<file path="src/rtl/tts_pkg.sv">
// Shared types and constants of the tick task scheduler.
// Used by tts_slot_mem, tts_cmp_unit and tick_task_scheduler_unit; depends on nothing.
`default_nettype none

package tts_pkg;

  localparam int TASK_SLOTS_DEF = 16;
  localparam int TICK_W         = 32;
  localparam int ORDER_W        = 32;
  localparam int HANDLE_W       = 16;

  localparam logic [TICK_W-1:0] TICK_MAX = '1;

  typedef enum logic [1:0] {
    KIND_ACCEPTED = 2'd0,
    KIND_REJECTED = 2'd1,
    KIND_FIRED    = 2'd2,
    KIND_DONE     = 2'd3
  } kind_t;

  localparam logic ACTION_TICK     = 1'b0;
  localparam logic ACTION_SCHEDULE = 1'b1;

  // One stored task.
  typedef struct packed {
    logic [TICK_W-1:0]   due;
    logic [ORDER_W-1:0]  order;
    logic [HANDLE_W-1:0] handle;
    logic                cleanup;
  } slot_entry_t;

  // Best candidate found so far in a scan.
  typedef struct packed {
    logic                have;
    logic [TICK_W-1:0]   due;
    logic [ORDER_W-1:0]  age;
  } best_t;

endpackage

`default_nettype wire

</file>
<file path="src/rtl/tts_slot_mem.sv">
// Task slot memory: one write port and one registered read port.
// Depends on tts_pkg for the slot entry type.
`default_nettype none

module tts_slot_mem #(
  parameter int SLOTS = tts_pkg::TASK_SLOTS_DEF,
  parameter int IDX_W = 4
) (
  input  wire logic                  clk,
  input  wire logic                  wr_en,
  input  wire logic [IDX_W-1:0]      wr_addr,
  input  wire tts_pkg::slot_entry_t  wr_data,
  input  wire logic [IDX_W-1:0]      rd_addr,
  output tts_pkg::slot_entry_t       rd_data
);

  tts_pkg::slot_entry_t mem [SLOTS];

  always_ff @(posedge clk) begin
    if (wr_en) begin
      mem[wr_addr] <= wr_data;
    end
    rd_data <= mem[rd_addr];
  end

endmodule

`default_nettype wire

</file>
<file path="src/rtl/tts_cmp_unit.sv">
// Shared compare unit: decides whether a slot beats the best due task so far.
// Depends on tts_pkg for the entry and candidate types.
`default_nettype none

module tts_cmp_unit (
  input  wire tts_pkg::slot_entry_t            entry,
  input  wire logic                            entry_valid,
  input  wire logic [tts_pkg::TICK_W-1:0]      tick,
  input  wire logic [tts_pkg::ORDER_W-1:0]     arrival,
  input  wire tts_pkg::best_t                  best,
  output logic                                 take,
  output logic [tts_pkg::ORDER_W-1:0]          cand_age
);

  logic is_due;
  logic beats;

  // Age is taken modulo 2^32 so that ordering survives a wrap of the arrival count.
  assign cand_age = arrival - entry.order;
  assign is_due   = entry_valid && (entry.due <= tick);
  assign beats    = !best.have || (entry.due < best.due) ||
                    ((entry.due == best.due) && (cand_age > best.age));
  assign take     = is_due && beats;

endmodule

`default_nettype wire

</file>
<file path="src/rtl/tick_task_scheduler_unit.sv">
// Top level of the tick task scheduler: sequencer, tick and arrival counters, slot valid bits.
// Depends on tts_pkg, tts_slot_mem and tts_cmp_unit.
`default_nettype none

// Channel   Handshake               Payload
// request   req_valid / req_stall   action, due_at, task_handle, wants_cleanup
// result    rsp_valid / rsp_stall   kind, fired_handle, fired_cleanup, current_tick, last
//
// A schedule request is accepted and stored in the idle state and answered from the
// response state. A tick request makes one full pass of the shared compare unit over the
// slot memory for every task that fires and a final pass that finds none; each pass
// reads one slot per cycle through the memory's single read port.
// Reset clears the tick and arrival counters and all slot valid bits; slot contents
// are only used while valid and need no clearing. A stall on the result channel
// holds the sequencer in its emit state; no request is taken until the previous one
// has handed its last result to the output register.

module tick_task_scheduler_unit #(
  parameter int TASK_SLOTS = tts_pkg::TASK_SLOTS_DEF
) (
  input  wire logic                            clk,
  input  wire logic                            rst,
  // request channel
  input  wire logic                            req_valid,
  output logic                                 req_stall,
  input  wire logic                            action,
  input  wire logic [tts_pkg::TICK_W-1:0]      due_at,
  input  wire logic [tts_pkg::HANDLE_W-1:0]    task_handle,
  input  wire logic                            wants_cleanup,
  // result channel
  output logic                                 rsp_valid,
  input  wire logic                            rsp_stall,
  output logic [1:0]                           kind,
  output logic [tts_pkg::HANDLE_W-1:0]         fired_handle,
  output logic                                 fired_cleanup,
  output logic [tts_pkg::TICK_W-1:0]           current_tick,
  output logic                                 last
);

  localparam int IDX_W = (TASK_SLOTS > 1) ? $clog2(TASK_SLOTS) : 1;
  localparam logic [IDX_W-1:0] LAST_IDX = IDX_W'(TASK_SLOTS - 1);

  typedef enum logic [2:0] {
    S_IDLE,
    S_RESP,
    S_SCAN,
    S_LAST,
    S_FIRE
  } state_t;

  state_t state;

  logic [tts_pkg::TICK_W-1:0]   tick_count;
  logic [tts_pkg::ORDER_W-1:0]  arrival_counter;
  logic [TASK_SLOTS-1:0]        slot_valid;

  // Scan position and the compare stage that follows it in the next cycle.
  logic [IDX_W-1:0]             scan_idx;
  logic                         cmp_pend;
  logic [IDX_W-1:0]             cmp_idx;

  tts_pkg::best_t               best;
  logic [IDX_W-1:0]             best_idx;
  logic [tts_pkg::HANDLE_W-1:0] best_handle;
  logic                         best_cleanup;

  tts_pkg::kind_t               resp_kind;

  logic                         free_found;
  logic [IDX_W-1:0]             free_idx;
  logic                         req_take;
  logic                         rsp_free;
  logic                         emit;
  logic                         do_store;
  tts_pkg::slot_entry_t         wr_entry;
  tts_pkg::slot_entry_t         rd_entry;
  logic                         take;
  logic [tts_pkg::ORDER_W-1:0]  cand_age;

  // Lowest free slot, matching the fill order of the table.
  always_comb begin
    free_found = 1'b0;
    free_idx   = '0;
    for (int i = TASK_SLOTS - 1; i >= 0; i--) begin
      if (!slot_valid[i]) begin
        free_found = 1'b1;
        free_idx   = IDX_W'(i);
      end
    end
  end

  assign req_stall = (state != S_IDLE);
  assign req_take  = req_valid && !req_stall;
  assign rsp_free  = !rsp_valid || !rsp_stall;
  // A new result is loaded into the output register in this cycle.
  assign emit      = rsp_free && ((state == S_RESP) || (state == S_FIRE));

  // A schedule request is stored unless it is already late or the table is full.
  assign do_store = req_take && (action == tts_pkg::ACTION_SCHEDULE) &&
                    !(due_at < tick_count) && free_found;

  assign wr_entry.due     = due_at;
  assign wr_entry.order   = arrival_counter;
  assign wr_entry.handle  = task_handle;
  assign wr_entry.cleanup = wants_cleanup;

  tts_slot_mem #(
    .SLOTS (TASK_SLOTS),
    .IDX_W (IDX_W)
  ) u_mem (
    .clk     (clk),
    .wr_en   (do_store),
    .wr_addr (free_idx),
    .wr_data (wr_entry),
    .rd_addr (scan_idx),
    .rd_data (rd_entry)
  );

  tts_cmp_unit u_cmp (
    .entry       (rd_entry),
    .entry_valid (slot_valid[cmp_idx]),
    .tick        (tick_count),
    .arrival     (arrival_counter),
    .best        (best),
    .take        (take),
    .cand_age    (cand_age)
  );

  always_ff @(posedge clk) begin
    if (rst) begin
      state           <= S_IDLE;
      tick_count      <= '0;
      arrival_counter <= '0;
      slot_valid      <= '0;
      scan_idx        <= '0;
      cmp_pend        <= 1'b0;
      best.have       <= 1'b0;
      rsp_valid       <= 1'b0;
    end else begin
      if (rsp_valid && !rsp_stall && !emit) begin
        rsp_valid <= 1'b0;
      end

      // The compare stage sees the entry read in the previous cycle.
      cmp_pend <= (state == S_SCAN);
      cmp_idx  <= scan_idx;
      if (cmp_pend && take) begin
        best.have    <= 1'b1;
        best.due     <= rd_entry.due;
        best.age     <= cand_age;
        best_idx     <= cmp_idx;
        best_handle  <= rd_entry.handle;
        best_cleanup <= rd_entry.cleanup;
      end

      case (state)
        S_IDLE: begin
          if (req_take) begin
            if (action == tts_pkg::ACTION_SCHEDULE) begin
              if (do_store) begin
                slot_valid[free_idx] <= 1'b1;
                arrival_counter      <= arrival_counter + 1'b1;
                resp_kind            <= tts_pkg::KIND_ACCEPTED;
              end else begin
                resp_kind <= tts_pkg::KIND_REJECTED;
              end
              state <= S_RESP;
            end else begin
              if (tick_count != tts_pkg::TICK_MAX) begin
                tick_count <= tick_count + 1'b1;
              end
              scan_idx  <= '0;
              best.have <= 1'b0;
              state     <= S_SCAN;
            end
          end
        end

        S_RESP: begin
          if (rsp_free) begin
            rsp_valid     <= 1'b1;
            kind          <= resp_kind;
            fired_handle  <= '0;
            fired_cleanup <= 1'b0;
            current_tick  <= tick_count;
            last          <= 1'b1;
            state         <= S_IDLE;
          end
        end

        S_SCAN: begin
          if (scan_idx == LAST_IDX) begin
            state <= S_LAST;
          end else begin
            scan_idx <= scan_idx + 1'b1;
          end
        end

        S_LAST: begin
          // The final slot is compared in this cycle.
          state <= S_FIRE;
        end

        S_FIRE: begin
          if (rsp_free) begin
            rsp_valid    <= 1'b1;
            current_tick <= tick_count;
            if (best.have) begin
              kind                 <= tts_pkg::KIND_FIRED;
              fired_handle         <= best_handle;
              fired_cleanup        <= best_cleanup;
              last                 <= 1'b0;
              slot_valid[best_idx] <= 1'b0;
              scan_idx             <= '0;
              best.have            <= 1'b0;
              state                <= S_SCAN;
            end else begin
              kind          <= tts_pkg::KIND_DONE;
              fired_handle  <= '0;
              fired_cleanup <= 1'b0;
              last          <= 1'b1;
              state         <= S_IDLE;
            end
          end
        end

        default: begin
          state <= S_IDLE;
        end
      endcase
    end
  end

endmodule

`default_nettype wire
</file>
<file path="config.mk">
export PLATFORM = sky130hd
export DESIGN_NAME = tick_task_scheduler_unit
export DESIGN_NICKNAME = d
export VERILOG_FILES = /design/src/rtl/tts_pkg.sv /design/src/rtl/tts_slot_mem.sv /design/src/rtl/tts_cmp_unit.sv /design/src/rtl/tick_task_scheduler_unit.sv
export SDC_FILE = /design/constraint.sdc
export NUM_CORES = 2
export LEC_CHECK = 0
export BUFFER_PORTS_ARGS = -buffer_cell sky130_fd_sc_hd__buf_2
export CELL_PAD_IN_SITES_DETAIL_PLACEMENT = 0
export CELL_PAD_IN_SITES_GLOBAL_PLACEMENT = 1
export CORE_MARGIN = 3
export CORE_UTILIZATION = 55
export CTS_CLUSTER_SIZE = 24
export DETAILED_ROUTE_END_ITERATION = 12
export MAX_ROUTING_LAYER = met4
export PLACE_DENSITY_LB_ADDON = 0.15
export SYNTH_ARGS = -nofsm -noshare
export SYNTH_HDL_FRONTEND = slang
export SYNTH_HIERARCHICAL = 1
export SYNTH_SLANG_ARGS = --single-unit
</file>
<file path="constraint.sdc">
create_clock -name clk -period 9.55 [get_ports clk]
set_input_delay 0.4775 -clock clk [delete_from_list [all_inputs] [get_ports clk]]
set_output_delay 0.4775 -clock clk [all_outputs]
set_load 0.005 [all_outputs]
</file>
==> impl_summary.log <==
INFO  metric final_max_slew_viol_count = 0
INFO  metric grt_util_met3 = 4.56%
INFO  metric cts-hold-fix-buffers = 0
INFO  metric post_route_cells_drive_above_1_share = 21.9%
INFO  metric finalHoldWorstSlack = 0.103 ns
INFO  metric globalRouteOverflowTotal = 0
INFO  metric stdcell_count = 5330
INFO  metric hold_path_class = in2reg
INFO  metric syn2layout_area_growth = 12.0%
INFO  metric clkLatencyLatePin = 0.75 ns
INFO  metric mappedNetlistArea = 64400 sq um
INFO  metric ctsResizeCount = 0
INFO  metric cellPowerDensity = 215 nW/um^2
INFO  metric avgViaCountPerCell = 6.26
INFO  metric die_h = 348 microns
INFO  metric finalWirelength = 150000 microns
INFO  metric io-pin-count = 108
INFO  metric firstDrtPassIters = 6
INFO  metric irDropWorstVdd = 171 uV
INFO  metric final-setup-viol-count = 0
INFO  metric clkTransAtPathRegs = 0.06 ns
INFO  metric synth_ff_type = sky130_fd_sc_hd__edfxtp_1
INFO  metric timing.slew.headroom = 19.8%
INFO  metric antenna_violations_before_repair = 7
INFO  metric synth_seq_cells = 1609
INFO  metric drcViolationCount = 0
INFO  metric ctsRootBufferMaster = sky130_fd_sc_hd__clkbuf_16
INFO  metric place_congestion = 0.850
INFO  metric wl_per_cell = 28.1 microns
INFO  metric initial_core_util = 55.8%
INFO  metric place.detailed.instances = 5025
INFO  metric finalCritPeriodShare = 70.4%
INFO  metric grt_use_met2 = 41.4%
INFO  metric postcts_setup_bufs = 0
INFO  metric crit_path_start_kind = register
INFO  metric critical_path.cell_chain = inv_1 > ha_1 > inv_1 > fa_1 > a211oi_1 > o21a_1 > a211o_1 > a211oi_1 > o41a_2 > a31oi_1 > nor3_1 > xor2_1 > ha_1 > nand4_1 > or3_1 > nor2_1 > a21boi_0 > o21ai_0 > a32oi_1 > and3_4 > buf_4
INFO  metric synth-edff-count = 1438
INFO  metric finalNetCount = 3893
INFO  metric rsz0062_at_grt = no
INFO  metric residual_antenna_violating_net_count_after_detailed_routing = 0
INFO  metric cts_max_path_buffers = 3
INFO  metric global_route.usage.total = 26.0%
INFO  metric netlist_instances = 3488
INFO  metric finalSetupTns = 0 ns
INFO  metric first_pass_grt_wire_length = 225000 microns
INFO  metric postSynth.asyncResetShare = 0%
INFO  metric num_rows = 124
INFO  metric critical-path-slowest-cell = sky130_fd_sc_hd__and3_4
INFO  metric core_area = 115000 sq um
INFO  metric run_status = complete, no violations
INFO  metric die-area = 121000 sq um
INFO  metric synth_top_area_cell = sky130_fd_sc_hd__edfxtp_1
INFO  metric dp_slack = 2.74 ns
INFO  metric cts_tree = done
INFO  metric synth_sequential_area_ratio = 72.4%
INFO  metric critical_path_arrival = 7.10 ns
INFO  metric globalRoute.busiestLayer = met2
INFO  metric final_common_cell = sky130_fd_sc_hd__edfxtp_1
INFO  metric cp_num_buf_inv = 3
INFO  metric static-leakage-power = 0.0245 uW
INFO  metric worst-setup-path-type = reg2reg
INFO  metric tritoncts_buffers = 162
INFO  metric avgSynthCellArea = 18.5 sq um
INFO  metric clock-sinks = 1609
INFO  metric finalInstanceArea = 72100 sq um
INFO  metric period_minus_slack = 6.73 ns
INFO  metric synthTopCellsByArea = sky130_fd_sc_hd__edfxtp_1, sky130_fd_sc_hd__mux4_2, sky130_fd_sc_hd__dfxtp_1
INFO  metric maxClockFrequency = 0.149 GHz
INFO  metric grt.met1_usage = 35.2%
INFO  metric drt_iter0_markers = 3417
INFO  metric cap_viol_max_count = 0
INFO  metric synth_fp_nets = 3704
INFO  metric port_buffers = 107
INFO  metric place.detailed.hpwl = 81200 microns
INFO  metric vias = 33.4k
INFO  metric htree_num_levels = 4
INFO  metric clock-skew-final = 0.0325 ns
INFO  metric worst_setup_path_end_kind = register
INFO  metric finalHoldViolCount = 0
INFO  metric timing_worst_slew_pin_value = 1.20 ns
INFO  metric worst_path_dominant_cell_family = compound AO/OA/AOI/OAI gates
INFO  metric critical_path.max_fanout = 50
INFO  metric die_w = 348 microns
INFO  metric via_count_of_the_first_global_routing_pass = 34.6k
INFO  metric grt_max_degree = 106
INFO  metric netlist-cell-type-count = 93
INFO  metric critical-path-max-stage-delay = 0.78 ns
INFO  metric share_of_the_synthesized_area_in_the_top_cell_type = 67.1%
INFO  metric timing.final.ws_setup = 2.82 ns
INFO  metric layout_common_cells = sky130_fd_sc_hd__edfxtp_1, sky130_fd_sc_hd__mux4_2, sky130_fd_sc_hd__inv_1, sky130_fd_sc_hd__clkbuf_16, sky130_fd_sc_hd__dfxtp_1
INFO  metric cp_data_required_time = 9.92 ns
INFO  metric placed_area = 66700 sq um
INFO  metric synth_warnings = 6
## final timing paths
path	start	endpoint	depth (start not counted)	slack, ns
setup / recovery	arrival_counter[0]$_SDFFE_PP0P_	best[61]$_DFFE_PP_	21	2.82
hold / removal	task_handle[6]	u_mem/mem[8][7]$_DFFE_PP_	1	0.10
setup reg to reg	arrival_counter[0]$_SDFFE_PP0P_	best[61]$_DFFE_PP_	21	2.82
hold reg to reg	u_mem/rd_data[12]$_DFF_P_	best_handle[11]$_DFFE_PP_	0	0.40
## state kept, by name, indices dropped and copies added (netlist names)
signal           flops
slot_valid          16
cmp_pend             1
best                65
best_idx             4
state                3
scan_idx             4
best_handle         16
u_mem/rd_data       81
kind                 2
resp_kind            1
arrival_counter     32
rsp_valid            1
cmp_idx              4
last                 1
current_tick        32
fired_handle        16
best_cleanup         1
tick_count          32
fired_cleanup        1
u_mem/mem         1296
## synthesized netlist by cell type, drive strengths merged (3+ instances only)
cell / instances
edfxtp: 1438
mux4: 329
inv: 186
dfxtp: 171
a22oi: 162
ha: 161
nand2: 140
nor2: 121
a21oi: 86
buf: 75
clkbuf: 63
a21o: 61
nand4: 61
xnor2: 47
o21ai: 44
nand3: 42
nor2b: 39
nor3: 33
mux2: 31
and2: 21
o21a: 12
o41ai: 12
a211oi: 11
a31oi: 11
a21boi: 10
nand2b: 10
nor4: 10
xor2: 10
and4: 8
o211ai: 8
o31ai: 7
or3b: 5
nand3b: 4
nor3b: 4
or3: 4
a2111o: 3
a211o: 3
a311o: 3
a31o: 3
and3: 3
o21bai: 3
o221ai: 3
o311ai: 3
## where the power goes
part	total [uW]	internal, uW	switching (uW)	leakage, uW
Combinational	1250	570	683	0.00675
Sequential	7950	7820	124	0.0152
Clock	6270	3720	2560	0.00261
Total	15500	12100	3370	0.0245
## logic make-up (layout without fill, tap and decap cells)
kind of cell               count (synthesis)  count (layout)  synth area share, %
muxes                                    361             361                 12.2
adders and majority gates                162             162                 3.16
DFF                                     1609            1609                 72.4
xor gates and xnor gates                  57              57                0.776
and+or+nand+nor                          513             513                 4.07
buffers and inverters                    324             645                 2.21
other                                      0               9                    0
AOI/OAI and AO/OA                        462             462                 5.21
## worst register-to-register path, delay by kind of cell, from the launching register on
kind	cells	cell delay, ns
AO/OA/AOI/OAI	9	2.09
buffers and inverters	3	0.83
XOR/XNOR	1	0.14
flip-flops	1	0.77
adder cells (fa/ha/maj)	3	0.76
AND/OR/NAND/NOR	5	1.76
## per-stage QoR
| step | power [uW] | util, % |
|---|---|---|
| floorplan | 8990 | - |
| global placement | 9320 | 57.9 |
| detailed placement | 9360 | 57.9 |
| CTS | 15600 | 62.5 |
| global route | 16000 | 62.5 |
| finish | 15500 | 62.5 |
## per-layer routing
layer	vias to the layer above	wire, microns
met4	0	3520
met5	-	0
met1	17400	61300
li1	14400	-
met2	1279	73600
met3	248	11400
## cell type report
class                   instances  area [sq um]
diodes                          9          22.5
inverters                     186           698
multi-input cells            1555         16500
fillers                      7999         43200
well taps                    1512          1890
repair buffers                163          1030
clock buffers                 234          4740
clock inverters                62           602
flip-flops and latches       1609         46600
Power figures use the tool's default switching activity.
